## src/sv/ddo_pkg.sv

```systemverilog
// Shared types, constants and CORDIC angle table for the odometry block.
package ddo_pkg;

  // Transaction handed from the front part to the back part.
  typedef struct packed {
    logic signed [32:0] dl;
    logic signed [32:0] dr;
    logic [15:0]        per;
  } ddo_job_t;

  // Result transaction.
  typedef struct packed {
    logic signed [31:0] x;
    logic signed [31:0] y;
    logic [15:0]        hd;
    logic signed [31:0] spd;
  } ddo_res_t;

  typedef enum logic [3:0] {
    ST_IDLE, ST_WL, ST_WR, ST_CEN, ST_CORDIC, ST_PX, ST_PY, ST_TURN,
    ST_DIV, ST_DONE
  } ddo_state_t;

  localparam logic [1:0] REG_DIST = 2'd0;
  localparam logic [1:0] REG_GAIN = 2'd1;

  localparam logic signed [33:0] CORDIC_K = 34'sd652032874;
  localparam int MAX_STEPS = 24;

  // Arctangent of 2^-i in 2^-32 turn units.
  function automatic logic signed [33:0] atan_turn(input logic [4:0] i);
    logic [31:0] v;
    case (i)
      5'd0:  v = 32'h20000000;  5'd1:  v = 32'h12E4051E;
      5'd2:  v = 32'h09FB385B;  5'd3:  v = 32'h051111D4;
      5'd4:  v = 32'h028B0D43;  5'd5:  v = 32'h0145D7E1;
      5'd6:  v = 32'h00A2F61E;  5'd7:  v = 32'h00517C55;
      5'd8:  v = 32'h0028BE53;  5'd9:  v = 32'h00145F2F;
      5'd10: v = 32'h000A2F98;  5'd11: v = 32'h000517CC;
      5'd12: v = 32'h00028BE6;  5'd13: v = 32'h000145F3;
      5'd14: v = 32'h0000A2FA;  5'd15: v = 32'h0000517D;
      5'd16: v = 32'h000028BE;  5'd17: v = 32'h0000145F;
      5'd18: v = 32'h00000A30;  5'd19: v = 32'h00000518;
      5'd20: v = 32'h0000028C;  5'd21: v = 32'h00000146;
      5'd22: v = 32'h000000A3;  5'd23: v = 32'h00000051;
      default: v = 32'h0;
    endcase
    return $signed({2'b00, v});
  endfunction

endpackage

```

## src/sv/ddo_front.sv

```systemverilog
// Front part: takes count transactions and forms wrapped tick deltas.
module ddo_front (
  input  logic                clk,
  input  logic                rst_n,
  input  logic                push,
  output logic                full,
  input  logic signed [31:0]  in_left_count,
  input  logic signed [31:0]  in_right_count,
  input  logic [15:0]         in_sample_period,
  output logic                job_valid,
  input  logic                job_take,
  output ddo_pkg::ddo_job_t   job
);
  logic [31:0] last_l_r, last_r_r;
  // Two-entry queue toward the back part.
  ddo_pkg::ddo_job_t q_r [2];
  logic [1:0] cnt_r;
  logic       rd_r, wr_r;
  logic       acc;
  ddo_pkg::ddo_job_t nj;

  assign full = cnt_r == 2'd2;
  assign acc  = push && !full;
  assign job_valid = cnt_r != 2'd0;
  assign job = q_r[rd_r];

  // Classify: wrapped signed deltas, period forced nonzero.
  always_comb begin
    nj.dr  = 33'(signed'(32'(in_right_count - last_r_r)));
    nj.dl  = 33'(signed'(32'(in_left_count - last_l_r)));
    nj.per = (in_sample_period == 16'd0) ? 16'd1 : in_sample_period;
  end

  // Hold last counts and advance queue pointers.
  always_ff @(posedge clk) begin
    if (!rst_n) begin
      last_l_r <= '0;
      last_r_r <= '0;
      cnt_r    <= '0;
      rd_r     <= 1'b0;
      wr_r     <= 1'b0;
    end else begin
      if (acc) begin
        last_l_r <= in_left_count;
        last_r_r <= in_right_count;
        q_r[wr_r] <= nj;
        wr_r <= ~wr_r;
      end
      if (job_valid && job_take) rd_r <= ~rd_r;
      cnt_r <= cnt_r + 2'(acc) - 2'(job_valid && job_take);
    end
  end

  assert property (@(posedge clk) disable iff (!rst_n) cnt_r <= 2'd2)
    else $error("queue count out of range");
  assert property (@(posedge clk) disable iff (!rst_n)
    acc |=> (last_l_r == $past(in_left_count)))
    else $error("left count not held");
  assert property (@(posedge clk) disable iff (!rst_n)
    (cnt_r == 2'd0) |-> !(job_valid))
    else $error("job shown from empty queue");
endmodule

```

## config.mk

```make
export PLATFORM = sky130hd
export DESIGN_NAME = ddo_front
export DESIGN_NICKNAME = d
export VERILOG_FILES = /design/src/sv/ddo_pkg.sv /design/src/sv/ddo_front.sv
export SDC_FILE = /design/constraint.sdc
export NUM_CORES = 1
export LEC_CHECK = 0
export BUFFER_PORTS_ARGS = -buffer_cell sky130_fd_sc_hd__clkbuf_2
export CAP_MARGIN = 20
export CORE_AREA = 2 2 167 136
export DETAILED_ROUTE_END_ITERATION = 8
export DIE_AREA = 0 0 169 138
export GPL_TIMING_DRIVEN = 0
export PLACE_DENSITY = 0.83
export SYNTH_ARGS = -nofsm -noshare
export SYNTH_HDL_FRONTEND = slang
export SYNTH_SLANG_ARGS = --single-unit
```

## constraint.sdc

```tcl
create_clock -name clk -period 6.15 [get_ports clk]
set_clock_uncertainty 0.15 [all_clocks]
set_input_delay 0.3075 -clock clk [delete_from_list [all_inputs] [get_ports clk]]
set_output_delay 0.3075 -clock clk [all_outputs]
set_load 0.01 [all_outputs]
```

# Word level (Yosys, flattened, before mapping)

Memories as Yosys holds them, arrays and structs flattened. A register that Yosys moved wholly into a read port is not among the register bits.
Index checks and enable logic that the tools add are counted.

RAM bits: 164
Bits of input ports: 84
Memories: 1
Output and inout bits: 84
Bits in registers: 68
Word-level logic and storage cells: 24

Memory list:

| name | depth | width | rd ports | clocked after memory_dff | wr ports | RTL line        | RTL |
|---|---|---|---|---|---|---|---|
| q_r  | 2     | 82    | 1        | 1                        | 1        | ddo_front.sv:16 | `ddo_pkg::ddo_job_t q_r [2];` |

Reduce and logical (&&, ||, !) cells: 5
Muxes and demuxes: 6
Eq/ne operators: 1
Add/subtract/negate cells: 4
Bitwise operators: 2

Operators by type and width:

| operator                                   | count |
|---|---|
| subtractor 32 bit                          | 2 |
| zero test 16 bit                           | 1 |
| 2-to-1 mux 16 bit                          | 1 |
| 2-to-1 mux 1 bit                           | 5 |
| adder 2 x 1 -> 2 bit                       | 1 |
| equality test 2 bit, second input constant | 1 |
| logical AND 1 bit                          | 2 |
| inverter 1 bit                             | 2 |
| nonzero test 2 bit                         | 1 |
| subtractor 2 x 1 -> 2 bit                  | 1 |
| zero test 1 bit                            | 1 |

# Longest topological paths before layout

Gate-level depths: netlist of the first run.

Word-level depth: 6
Depth in mapped cells: 11
Gate-level depth less buffers: 10

# Least setup slack after synthesis of the first run

Ideal clock, no wire load.

Path kind: register -> register
Start point: register cnt_r[0]
End point: memory q_r[0][0] in the netlist's numbering, enable pin
Path slack: 0.830 ns
Path buffers: 3
Clock period less this slack: 5.320 ns
Stages on the path, launching flop included: 8
Required time: 5.481 ns
Arrival time: 4.652 ns
Setup time: 0.519 ns
Cells stage by stage: dfxtp_1 > nand2b_1 > and2_1 > clkbuf_1 > clkbuf_1 > buf_1 > nand2_1 > nor2_1

Cells in the longest elaborated chain, start to end: 6

Ends and longest elaborated chain:

| element                                | RTL line        | RTL |
|---|---|---|
| start: declaration                     | ddo_front.sv:17 | `logic [1:0] cnt_r;` |
| start signal: assignment               | ddo_front.sv:50 | `cnt_r <= cnt_r + 2'(acc) - 2'(job_valid && job_take);` |
| equality test 2 bit                    | ddo_front.sv:22 | `assign full = cnt_r == 2'd2;` |
| zero test 1 bit                        | ddo_front.sv:23 | `assign acc = push && !full;` |
| logical AND 1 bit                      | ddo_front.sv:23 |  |
| 2-to-1 mux 1 bit                       | ddo_front.sv:43 | `if (acc) begin` |
| 2-to-1 mux 1 bit                       | ddo_front.sv:36 | `if (!rst_n) begin` |
| 2-to-1 mux 1 bit (implied by the code) | ddo_front.sv:46 | `q_r[wr_r] <= nj;` |
| end: declaration                       | ddo_front.sv:16 |  |

Every way passes these cells.

==> results summary, run 1 <==
The flow ran to the end, and the final reports show no timing, DRC or antenna violations. The routed layout has 9837 vias. The time the worst path needs with I/O delays and setup is 3390 ps. The number of nets with antenna violations after routing came out at 0. The number of global-route vias before repair came out at about 9600. The total clock buffers created by CTS is 24. The area added between synthesis and finish is 23.1%.

The static leakage is 0.00591 uW. The total negative slack for setup checks is 0 ps. The final cell count without fillers is 1748. The most numerous cell in the Yosys netlist is nand2_1.

The routability-driven placement congestion ratio came out at 0.923. The multi-input combinational cell area is 5650 um2. Summed over its instances, the top area cell type makes up between 30% and 40% of the synthesized netlist area. The number of optimization iterations in the first detailed-route pass is 5. In the routed design, unresolved DRC markers number 0.

The core area is 21900 um2. The number of nets produced by synthesis is around 1300. Summing the areas of all xor and xnor instances in the mapped netlist gives roughly 4.0% of the synthesized area.

Summing the areas of all compound-gate instances in the mapped netlist gives 15.8% of the synthesized area. The final period utilization came out at 55.2%. The final number of hold-violating endpoints came out at 0. The stage delay of the slowest cell on the critical path came out at 560 ps.

In this run the mean area of a mapped cell was 10.6 um2. The headroom to the max-slew limit came out at 46.5%. For this run, the leading register cell type out of synthesis is edfxtp_1. Across the run, the number of max-cap violations was 0. The setup slack after placement came out at 2910 ps. The first-pass GRT wire length is 48900 um. After synthesis the netlist holds a flip-flop and latch count of 229. The clock-pin transition on the worst setup and hold timing paths came out at 60 ps.

The number of cells traversed by the worst register-to-register path came out at 7. The signal on the critical path passes through dlygate4sd3_1 > clkbuf_2 > inv_1 > ha_1 > fa_1 > nor2b_1 > o2111ai_1 > a2111o_1 > a31oi_2 > a21oi_1 > a311o_1. The number of synthesized flops with an enable pin came out at 160. By startpoint and endpoint, the worst setup path is classified as input port to register. Data on the critical path arrives at its endpoint at 3490 ps.

The worst setup path is launched from an input port. In this run, placement finished with an instance count of approximately 1600. The type of the most critical hold path is input port to register.

In this design, the largest share of critical-path delay is due to compound AO/OA/AOI/OAI gates. On the critical path, the stage with the largest delay is an instance of dlygate4sd3_1. By area, the combinational part of the netlist is dominated by compound AO/OA/AOI/OAI gates. The vertical die dimension is 138 um. The largest vdd supply drop is ~180 uV. The number of failing setup endpoints in the final timing report is 0. The number of nets in the finished design came out at 1599. Along the worst path, the maximum fanout reaches 4. At the worst endpoint, the required time is 6250 ps. Counting along the longest clock path gives a buffer depth of 3. The count of buffers added on input and output ports is 167. After clock tree synthesis, the repair step resized 0 gates. The max-slew violation count is 0. The placed standard-cell area came out at 13700 um2.

Detailed placement ended at an HPWL of 21400 um. The endpoint class of the critical path is a register. TritonCTS built the clock tree. In the synthesized netlist the async set-or-reset flop fraction comes to 0%. Along the worst hold path, the cell count comes to 4. The slew at the pin with the worst max-slew slack is roughly 780 ps. The number of buffers and inverters on the critical path is 3.

roughly 170 I/O pins were placed. The setup slack of the critical path after layout came out at 2760 ps. The post-synthesis cell type count came out at 74.

The total wire length after detailed routing came out at around 31000 um. By count the netlist is led by nand2_1 (191), edfxtp_1 (160), inv_1 (86). The sequential cell area fraction in the yosys report came out at between 40% and 50%.

Setup repair after global routing left no endpoint under its margin. The die outline area is around 23000 um2. After detailed routing, the average wire length per cell comes to 17.7 um.

In this run the cell area of the synthesized design comes to approximately 12000 um2. The total number of clock tree sinks is 229. The fill cell total of the finished layout came out at 1615. Global routing used about a quarter of the available tracks.

The arithmetic-cell share of the synthesized area counting full adders, half adders and majority gates is 6.79%. For the worst-skew pair, the clock arrives at the later sink with an insertion delay of 520 ps. In this run the clock root is driven by a clkbuf_16. The cell count after synthesis is around 1200. The total power after layout came out at 5030 uW. The share of synthesized area spent on multiplexers came out at between 7 and 8%. After floorplanning, the core was divided into 49 placement rows.

The initial core utilization came out at 56.5%. The largest total area in the synthesized netlist belongs to edfxtp_1. In this run the number of H-tree levels came out at 1.

The yosys synthesis warning count is 0. The initial antenna violation count is 1. Sorting the synthesized cells by area gives the leading types as edfxtp_1 (39%), dfxtp_1 (11%), mux2_2 (7.5%). The final cell area excluding filler cells is 15200 um2. The sequential cell area came out at 6190 um2. After detailed routing, the number of vias per cell comes to 5.63.

The simple logic cell fraction of the synthesized area is 11.5%. The maximum number of pins on one net before global-route repair came out at between 40 and 50. The upper clock frequency limit came out at 295 MHz. The width of the die is between 150 and 200 um. The remaining global-route overflow is 0.

The detailed router finished its first iteration with around 750 violations. For this design the ratio of total power to cell area is 330 nW/um2. The ratio of cells with drive above 1 in the final layout came out at 21.7%. The number of stages on the worst setup path came out at 11.
## repair_timing
item	4_1_cts	5_1_grt
setup endpoints to repair	0	0
hold buffers	80	0
hold endpoints to repair	96	0
setup buffers	0	0
## layout by cell type, fill, tap and decap left out, drive strengths merged, types with 3 or more instances in the layout
| cell type | n |
|---|---|
| o21a | 14 |
| and2 | 8 |
| nor3 | 17 |
| a21o | 27 |
| dfxtp | 69 |
| nand3 | 12 |
| a21boi | 65 |
| nor2b | 8 |
| nand2 | 191 |
| buf | 12 |
| dlygate4sd3 | 80 |
| o21bai | 11 |
| or2 | 4 |
| o31ai | 6 |
| clkbuf | 254 |
| a2111oi | 7 |
| inv | 87 |
| and3 | 7 |
| nor2 | 38 |
| xnor2 | 42 |
| clkinv | 6 |
| o21ai | 27 |
| nand4 | 11 |
| or3 | 5 |
| xor2 | 14 |
| mux2 | 82 |
| edfxtp | 160 |
| nand2b | 5 |
| a31oi | 9 |
| or4 | 3 |
| nor4 | 6 |
| a211oi | 8 |
| ha | 64 |
| o211ai | 5 |
| a221o | 3 |
| a21oi | 63 |
| o31a | 3 |
## area by class of cell
class                      count  share of cell area [%]
inverter                      86                    2.12
tap                          280                    2.30
timing repair buffer         250                    11.2
clock buffer                  35                    4.68
sequential                   229                    40.6
antenna                        1                  0.0164
clock inverter                 9                   0.492
buffer                        61                    1.58
multi-input combinational    797                    37.1
## flip-flops by register name, indices dropped and copies added, names as in the netlist, named ones only
signal and cells:
cnt_r 2, last_r_r 32, q_r 160, last_l_r 32, wr_r 1, rd_r 1
## logic make-up after synthesis
| kind of cell | count (synthesis) |
|---|---|
| AO/OA/AOI/OAI | 272 |
| multiplexers | 83 |
| AND/OR/NAND/NOR | 320 |
| adder cells (fa/ha/maj) | 66 |
| buffers and inverters | 147 |
| XOR/XNOR | 56 |
| flip-flops | 229 |
## per-stage QoR
stage | hold slack [ps] | utilization (%)
finish | 130 | 69.5
global route | 164 | 69.5
CTS | 106 | 69.5
detailed placement | 306 | 62.2
global placement | 299 | 61.9
floorplan | 293 | -
## report_power, final
| group | internal [uW] | total [uW] | switching [uW] |
|---|---|---|---|
| clock | 846 | 1450 | 600 |
| sequential | 1900 | 1960 | 54.0 |
| combinational | 678 | 1630 | 950 |
| total | 3430 | 5030 | 1600 |
## tightest hold or removal path: stages
cell	delay, ps
clkbuf_2	80
and2_1	170
xnor2_1	90
nor2b_1	110
## final timing paths
check                                   end  slack [ps]                 startpoint
hold reg to reg   last_r_r[10]$_SDFFE_PN0P_         310  last_r_r[10]$_SDFFE_PN0P_
setup / recovery       q_r[1][34]$_DFFE_PP_        2760          in_right_count[0]
hold / removal            rd_r$_SDFFE_PN0P_         130                   job_take
setup reg to reg       q_r[1][75]$_DFFE_PP_        2930   last_l_r[7]$_SDFFE_PN0P_
## layer usage
layer / GRT usage, % / up-vias / routed length, um
met5: 0 / - / 0
met4: 7.56 / 0 / 946
met3: 4.58 / 61 / 2120
met2: 42.8 / 367 / 14100
met1: 35.9 / 4660 / 13700
li1: - / 4749 / -
(Power assumes the default switching activity.)
==> run 2, diff against run 1 <==
--- a/config.mk
+++ b/config.mk
@@ -5,13 +5,14 @@
 export SDC_FILE = /design/constraint.sdc
 export NUM_CORES = 1
 export LEC_CHECK = 0
+export ABC_AREA = 1
 export BUFFER_PORTS_ARGS = -buffer_cell sky130_fd_sc_hd__clkbuf_2
 export CAP_MARGIN = 20
-export CORE_AREA = 2 2 167 136
+export CORE_AREA = 2 2 170 139
 export DETAILED_ROUTE_END_ITERATION = 8
-export DIE_AREA = 0 0 169 138
+export DIE_AREA = 0 0 172 141
 export GPL_TIMING_DRIVEN = 0
-export PLACE_DENSITY = 0.83
+export PLACE_DENSITY = 0.84
 export SYNTH_ARGS = -nofsm -noshare
 export SYNTH_HDL_FRONTEND = slang
 export SYNTH_SLANG_ARGS = --single-unit
==> constraint.sdc (replaced) <==
create_clock -name clk -period 3.2 [get_ports clk]
set_clock_uncertainty 0.15 [all_clocks]
set_input_delay 0.16 -clock clk [delete_from_list [all_inputs] [get_ports clk]]
set_output_delay 0.16 -clock clk [all_outputs]
set_load 0.01 [all_outputs]
==> run 2 against run 1 <==
Critical path depth is 5 lower. Clock power is 88% higher. Sequential power is 100% higher. Synthesized cell count is 35% higher. Largest cell class unchanged. Non-clock buffer count is 28 higher. Design area is 8.0% higher. Sequential share of layout area is 3.0 points lower. Highest routed layer unchanged. Via count is 20% higher. Largest power group is now combinational logic. Die area is 4.0% higher.
==> results summary, run 2 <==
The initial antenna violation count came out at 0 (was 1). The required time of the critical path came to 3260 ps (was 6250 ps). The ratio of cells with drive above 1 in the final layout came out at 17.5% (was 21.7%).

The total wire length after detailed routing is 36300 um (was 30900 um). The number of nets with antenna violations after routing came out at 0 (unchanged). The busiest metal layer after global routing is met2 (unchanged). The post-synthesis cell type with the largest combined area is edfxtp_1 (unchanged).

The number of inserted diodes came out at 0 (was 1). The detail-routed net length per standard cell is 16.2 um (was 17.7 um). The die outline area is 24300 um2 (was 23300 um2).

The dominant register cell in the synthesized netlist was edfxtp_1 (unchanged). The type of the most critical hold path is input port to register (unchanged). The maximum number of buffers from clock root to sink was 3 (unchanged).

The number of nets in the finished design is 2054 (was 1599). The number of port buffers came to 166 (was 167). The number of nets produced by synthesis is 1736 (was 1323). The element type at the critical path start is a register (was input port).

The sequential cell area fraction in the yosys report is 47.2% (was 49.9%). The top register by number of flip-flops was q_r (unchanged). The cell count after synthesis is 1586 (was 1173).

The clock-pin transition on the worst setup and hold timing paths is 60 ps (about the same). Synth cell count leaders: nand2_1 (466), inv_1 (305), edfxtp_1 (160) (was nand2_1 (191), edfxtp_1 (160), inv_1 (86)). The count of state elements after synthesis is 229 (unchanged). The initial core utilization is 57.6% (was 56.5%). The final period utilization is 89.9%. The largest vdd supply drop is 449 uV (was 184 uV). The remaining global-route overflow is 0 (unchanged). The async set-or-reset flop fraction in the synthesized netlist is 0% (unchanged).

The detailed placement HPWL came out at 25200 um (was 21400 um). The maximum level of the CTS H-tree came out at 1 (unchanged). The synthesized area divided by synthesized cell count is 8.27 um2 (was 10.6 um2). The clock root buffer is clkbuf_16 (unchanged). The area fraction of the dominant cell type after synthesis is 36.6% (was 38.8%).

The max-slew violation count was 0 (unchanged). The time the worst path needs with I/O delays and setup came out at 2880 ps. The vertical die dimension is 141 um (was 138 um). The setup slack of the critical path after layout is 322 ps (was 2760 ps). Run status: complete, no violations (unchanged). The number of flip-flops in the largest register is 160 (unchanged). The number of failing setup endpoints in the final timing report came to 0 (unchanged). The leading cell type in the layout, fill and taps excluded is nand2_1 (unchanged). The number of top-level pins is 168 (unchanged). The area added between synthesis and finish came to 25.6% (was 23.1%).

The average via count per standard cell is 5.27 (was 5.63). The power density normalized to cell area is 662 nW/um2 (was 330 nW/um2). The setup slack after placement was 359 ps (was 2910 ps). The data arrival time at the worst-slack endpoint was 2940 ps (was 3490 ps).

For this run, the top clock speed supported by timing is between 300 and 400 MHz. The clock tree from TritonCTS is built (unchanged). The post-cts resize count is 0 (unchanged). The post-synthesis cell type count came out at 32 (was 74). The synthesized area is 13100 um2 (was 12400 um2). The maximum fanout count along the critical path came out at 20 (was 4). The overall fraction of global-route tracks in use is 29.6% (was 26.1%).

The maximum number of pins on one net before global-route repair is 26 (was 46). The number of global-route vias before repair is 11400 (was 9599). The global routing met3 resource utilization came out at 6.12% (was 4.58%). Leading cell types in the layout, fill and taps excluded: nand2_1 (466), inv_1 (305), clkbuf_2 (166), edfxtp_1 (160), dlygate4sd3_1 (119) (was nand2_1 (191), clkbuf_2 (167), edfxtp_1 (160), inv_1 (86), mux2_2 (82)). The yosys synthesis warning count came out at 0 (unchanged).

The worst setup path category is register to register (was input port to register). The detailed-route DRC error count came to 0 (unchanged). The total via count in the routed design is 11800 (was 9837).

The total clock buffers created by CTS came out at 24 (unchanged). Setup repair after global routing missed its margin: false (unchanged). The static leakage came out at 0.00800 uW (was 0.00591 uW). The iteration-0 DRC count of the detailed router came out at 1183 (was 746). The width of the die is 172 um (was 169 um). The headroom to the max-slew limit came out at 33.9% (was 46.5%). The number of synthesized flops with an enable pin is 160 (unchanged). The number of placement rows is 50 (was 49). The final number of hold-violating endpoints is 0 (unchanged). The insertion delay of the later-clocked pin in the worst-skew pair is 530 ps (was 520 ps). The endpoint class of the critical path is a register (unchanged). The routability-driven placement congestion ratio is 0.962 (was 0.923). The first-pass GRT wire length came to 56100 um (was 48900 um). The post-route worst hold slack is 244 ps (was 130 ps). The slew at the pin with the worst max-slew slack came to 988 ps (was 782 ps). The most numerous cell in the Yosys netlist is nand2_1 (unchanged). The number of optimization iterations in the first detailed-route pass is 6 (was 5). The met2 track utilization from global routing came out at 49.0% (was 42.8%). Top cells by area, synth: edfxtp_1 (37%), nand2_1 (13%), dfxtp_1 (11%) (was edfxtp_1 (39%), dfxtp_1 (11%), mux2_2 (7.5%)). The total number of clock tree sinks came to 229 (unchanged). The max-capacitance violation count came to 0 (unchanged).

The core area came out at 22800 um2 (was 21900 um2). The final standard cell utilization of the core is 72.3% (was 69.5%). The routing usage on met1 came out at 38.9% (was 35.9%). Largest registers: q_r: 160 flops, last_l_r: 32 flops, last_r_r: 32 flops (unchanged).
run 2: cell count changes after synthesis, sizes merged, moves of 12 or more:
cell,delta
nand3,+41
o21ai,+40
a21oi,+46
inv,+220
o21a,-14
a21o,-25
xnor2,-39
xor2,+14
nor3,-12
buf,+17
a21boi,-65
nor2,+49
nand2,+288
clkbuf,-31
run 2: stage by stage:
stage                     area (um2)  total power (uW)  std cells  setup TNS [ps]
after detailed placement       14500              7920       2071               0
after CTS                      16500             10800       2234               0
after floorplan                13100              6670       1586               0
after global routing           16500             11500       2234               0
final                          16500             10900       2234               0
after global placement         14400              7730       2064         -137960
run 2: kinds of logic (layout without fill, tap and decap cells):
logic type / count (synthesis) / in the layout / synth area share (%)
AOI/OAI and AO/OA: 184 / 184 / 7.29
muxes: 80 / 80 / 6.87
buffers and inverters: 353 / 689 / 10.5
xor gates and xnor gates: 31 / 31 / 2.07
adders and majority gates: 66 / 66 / 6.41
and+or+nand+nor: 643 / 643 / 19.7
DFF: 229 / 229 / 47.2
run 2: worst paths after layout:
kind	from	end	slack [ps]	cells past startpoint
hold reg to reg	last_r_r[5]$_SDFFE_PN0P_	last_r_r[5]$_SDFFE_PN0P_	310	2
hold / removal	push	wr_r$_SDFFE_PN0P_	240	5
setup reg to reg	cnt_r[0]$_SDFF_PN0_	q_r[1][11]$_DFFE_PP_	320	6
setup / recovery	cnt_r[0]$_SDFF_PN0_	q_r[1][11]$_DFFE_PP_	320	6
run 2: layout make-up:
| cell class | count | area (um2) |
|---|---|---|
| sequential | 229 | 6190 |
| multi-input combinational | 1004 | 5570 |
| inverter | 306 | 1150 |
| tap | 312 | 390 |
| fill | 1661 | 6300 |
| buffer | 47 | 228 |
| clock inverter | 11 | 90.1 |
| timing repair buffer | 292 | 2190 |
| clock buffer | 33 | 676 |
run 2: metal layers:
metal | routed length, um | share of wire, % | up-vias
met1 | 15100 | 41 | 5371
met3 | 3660 | 10 | 96
met5 | 0 | 0 | -
met2 | 16300 | 45 | 597
met4 | 1250 | 3.5 | 0
li1 | - | - | 5699
run 2: what timing repair did:
item / 4_1_cts / 5_1_grt
endpoints found under the hold margin: 107 / 0
hold buffers: 119 / 0
setup endpoints to repair: 0 / 0
buffers inserted: 0 / 0
run 2: power by group:
| part | switching [uW] | internal [uW] | leakage, uW | total [uW] |
|---|---|---|---|---|
| combinational | 2640 | 1600 | 0.00559 | 4240 |
| sequential | 127 | 3820 | 0.00204 | 3940 |
| clock | 1160 | 1560 | 0.000373 | 2720 |
| total | 3930 | 6980 | 0.00800 | 10900 |
run 2: worst max-delay path, cell delays in order (launching register included):
cell     delay, ps
dfxtp_1        410
o21ai_2        260
buf_2          310
nor3_4         780
buf_16         250
buf_16         180
buf_8          200
==> run 3, diff against run 2 <==
--- a/config.mk
+++ b/config.mk
@@ -8,11 +8,11 @@
 export ABC_AREA = 1
 export BUFFER_PORTS_ARGS = -buffer_cell sky130_fd_sc_hd__clkbuf_2
 export CAP_MARGIN = 20
-export CORE_AREA = 2 2 170 139
+export CORE_AREA = 2 2 179 146
 export DETAILED_ROUTE_END_ITERATION = 8
-export DIE_AREA = 0 0 172 141
+export DIE_AREA = 0 0 181 148
 export GPL_TIMING_DRIVEN = 0
-export PLACE_DENSITY = 0.84
+export PLACE_DENSITY = 0.8
 export SYNTH_ARGS = -nofsm -noshare
 export SYNTH_HDL_FRONTEND = slang
 export SYNTH_SLANG_ARGS = --single-unit
==> constraint.sdc (replaced) <==
create_clock -name clk -period 2.5 [get_ports clk]
set_clock_uncertainty 0.15 [all_clocks]
set_input_delay 0.125 -clock clk [delete_from_list [all_inputs] [get_ports clk]]
set_output_delay 0.125 -clock clk [all_outputs]
set_load 0.01 [all_outputs]
==> run 3 against run 2 <==
Non-clock buffer count increased by 6. Critical endpoint is now job[48]. Core utilization shrank 5.9 points. Die area is 10% higher.
==> results summary, run 3 (synthesized netlist as in run 2, its figures left out) <==
The ratio of cells with drive above 1 in the final layout was 17.8% (was 17.5%). The initial antenna violation count is 0 (unchanged). The average via count per standard cell is 5.15 (was 5.27).

The headroom to the max-slew limit came to 63.5% (was 33.9%). The max-slew violation count is 0 (unchanged). The power density normalized to cell area came to 846 nW/um2 (was 662 nW/um2).

The number of buffers and inverters on the critical path is 3 (was 4). Run status: complete, no violations (unchanged). The total number of clock tree sinks was 229 (unchanged). The number of optimization iterations in the first detailed-route pass is 6 (unchanged).

The final period utilization came out at 95.8%. The number of flip-flops in the largest register came out at 160 (unchanged). Cell-by-cell listing of the critical path: buf_2 > mux2_2 > buf_4 > clkbuf_2 (was o21ai_2 > buf_2 > nor3_4 > buf_16 > buf_16 > buf_8).

The number of port buffers is 166 (unchanged). Largest registers: q_r: 160 flops, last_l_r: 32 flops, last_r_r: 32 flops (unchanged). The static leakage is 0.00804 uW (was 0.00800 uW).

The iteration-0 DRC count of the detailed router is 1074 (was 1183). The clock tree from TritonCTS is built (unchanged). The insertion delay of the later-clocked pin in the worst-skew pair came out at 520 ps (was 530 ps).

The first-pass GRT wire length came to 56300 um (was 56100 um). The detail-routed net length per standard cell came out at 15.9 um (was 16.2 um). The overall fraction of global-route tracks in use came out at 26.5% (was 29.6%). The cell total after placement was 2083 (was 2071). Setup repair after global routing missed its margin: false (unchanged). The final number of hold-violating endpoints was 0 (unchanged).

The number of nets in the finished design came to 2061 (was 2054). The detailed-route DRC error count is 0 (unchanged). The number of failing setup endpoints in the final timing report came out at 0 (unchanged). The time the worst path needs with I/O delays and setup came out at 2390 ps. The stage delay of the slowest cell on the critical path is 510 ps (was 780 ps). The source of the worst hold timing path is push (unchanged). The area added between synthesis and finish is 26.6% (was 25.6%). The width of the die is 181 um (was 172 um). The detailed placement HPWL was 25100 um (was 25200 um). The cell family contributing the most delay on the critical path is buffers and inverters (unchanged). The maximum fanout count along the critical path came out at 10 (was 20). The total clock buffers created by CTS came to 24 (unchanged). The type of the most critical hold path is input port to register (unchanged). The setup slack after placement is -238 ps (was 359 ps). The total via count in the routed design was 11600 (was 11800). The final cell count without fillers is 2253 (was 2234). The initial core utilization came out at 52.5% (was 57.6%). The maximum number of buffers from clock root to sink is 3 (unchanged).

The number of nets with antenna violations after routing is 0 (unchanged). The routability-driven placement congestion ratio came out at 0.993 (was 0.962). The setup slack of the critical path after layout was 106 ps (was 322 ps). The leading cell type in the layout, fill and taps excluded is nand2_1 (unchanged). The critical register-to-register path startpoint is cnt_r[1]$_SDFF_PN0_ (was cnt_r[0]$_SDFF_PN0_). The remaining global-route overflow came out at 0 (unchanged).

The placed standard-cell area is 14500 um2 (about the same). The number of top-level pins came out at 168 (unchanged). The required time of the critical path came out at 2230 ps (was 3260 ps). The maximum level of the CTS H-tree is 1 (unchanged). The final cell area excluding filler cells is 16600 um2 (was 16500 um2). The endpoint class of the critical path is a primary output (was register).

The core area came out at 25000 um2 (was 22800 um2). The total wire length after detailed routing came out at 35900 um (was 36300 um). The element type at the critical path start is a register (unchanged). The maximum number of pins on one net before global-route repair is 31 (was 26). The number of placement rows is 52 (was 50).

The data arrival time at the worst-slack endpoint was 2120 ps (was 2940 ps). The top register by number of flip-flops was q_r (unchanged). The upper clock frequency limit came out at roughly 420 MHz. The clock root buffer is clkbuf_16 (unchanged).

The max-capacitance violation count came out at 0 (unchanged). The die outline area is 26800 um2 (was 24300 um2). The number of global-route vias before repair was 11000 (was 11400).

The largest vdd supply drop came out at 703 uV (was 449 uV). Leading cell types in the layout, fill and taps excluded: nand2_1 (466), inv_1 (305), clkbuf_2 (166), edfxtp_1 (160), dlygate4sd3_1 (123) (was nand2_1 (466), inv_1 (305), clkbuf_2 (166), edfxtp_1 (160), dlygate4sd3_1 (119)). The clock-pin transition on the worst setup and hold timing paths is 60 ps (about the same). The cell with the biggest individual delay on the critical path is dfxtp_2 (was nor3_4). The slew at the pin with the worst max-slew slack is 548 ps (was 988 ps). The number of inserted diodes came out at 0 (unchanged).

The vertical die dimension came out at 148 um (was 141 um). The worst setup path category is register to primary output (was register to register). The total negative slack for setup checks came out at 0 ps (unchanged).
-- run 3: path summary, 6_finish.rpt --
| path | end | slack, ps | cells past startpoint |
|---|---|---|---|
| max | job[48] | 110 | 4 |
| min | last_r_r[19]$_SDFFE_PN0P_ | 70 | 4 |
| max reg2reg | last_l_r[0]$_SDFFE_PN0P_ | 120 | 6 |
| min reg2reg | last_r_r[22]$_SDFFE_PN0P_ | 300 | 2 |
-- run 3: worst min-delay path, delay by kind of cell --
kind | cells | cell delay [ps]
buf+inv | 2 | 300
compound gates | 2 | 270
-- run 3: repair_timing --
action                                  CTS  global route
cloned                                    1             0
endpoints found under the hold margin   108             0
hold buffers                            123             0
gates resized for setup                   2             1
pin swaps                                 2             0
endpoints found under the setup margin  148             2
setup buffers                             3             0
-- run 3: power breakdown --
part	switching, uW	internal, uW
clock network	1450	2060
logic	3380	2070
registers	178	4890
total	5020	9020
-- run 3: layout make-up --
cell class	count	area (um2)
plain buffers	46	230
clock buffers	39	717
clock inverters	5	62.6
fillers	1996	8390
inverters	306	1150
multi-input cells	1005	5590
flip-flops and latches	229	6190
well taps	324	405
repair buffers	299	2250
-- run 3: layer usage --
metal	vias up	routed length [um]	GRT usage, %
li1	5706	-	-
met1	5322	16000	36.9
met2	513	16000	43.6
met3	60	3180	4.63
met4	0	765	5.65
met5	-	0	0
-- run 3: through the flow --
stage | util (%) | power [uW] | hold slack (ps)
finish | 66.4 | 14000 | 70.9
global route | 66.4 | 14800 | 92.0
CTS | 66.4 | 13900 | 56.8
detailed placement | 58.2 | 10200 | 249
global placement | 57.6 | 9940 | 225
floorplan | - | 8550 | 129
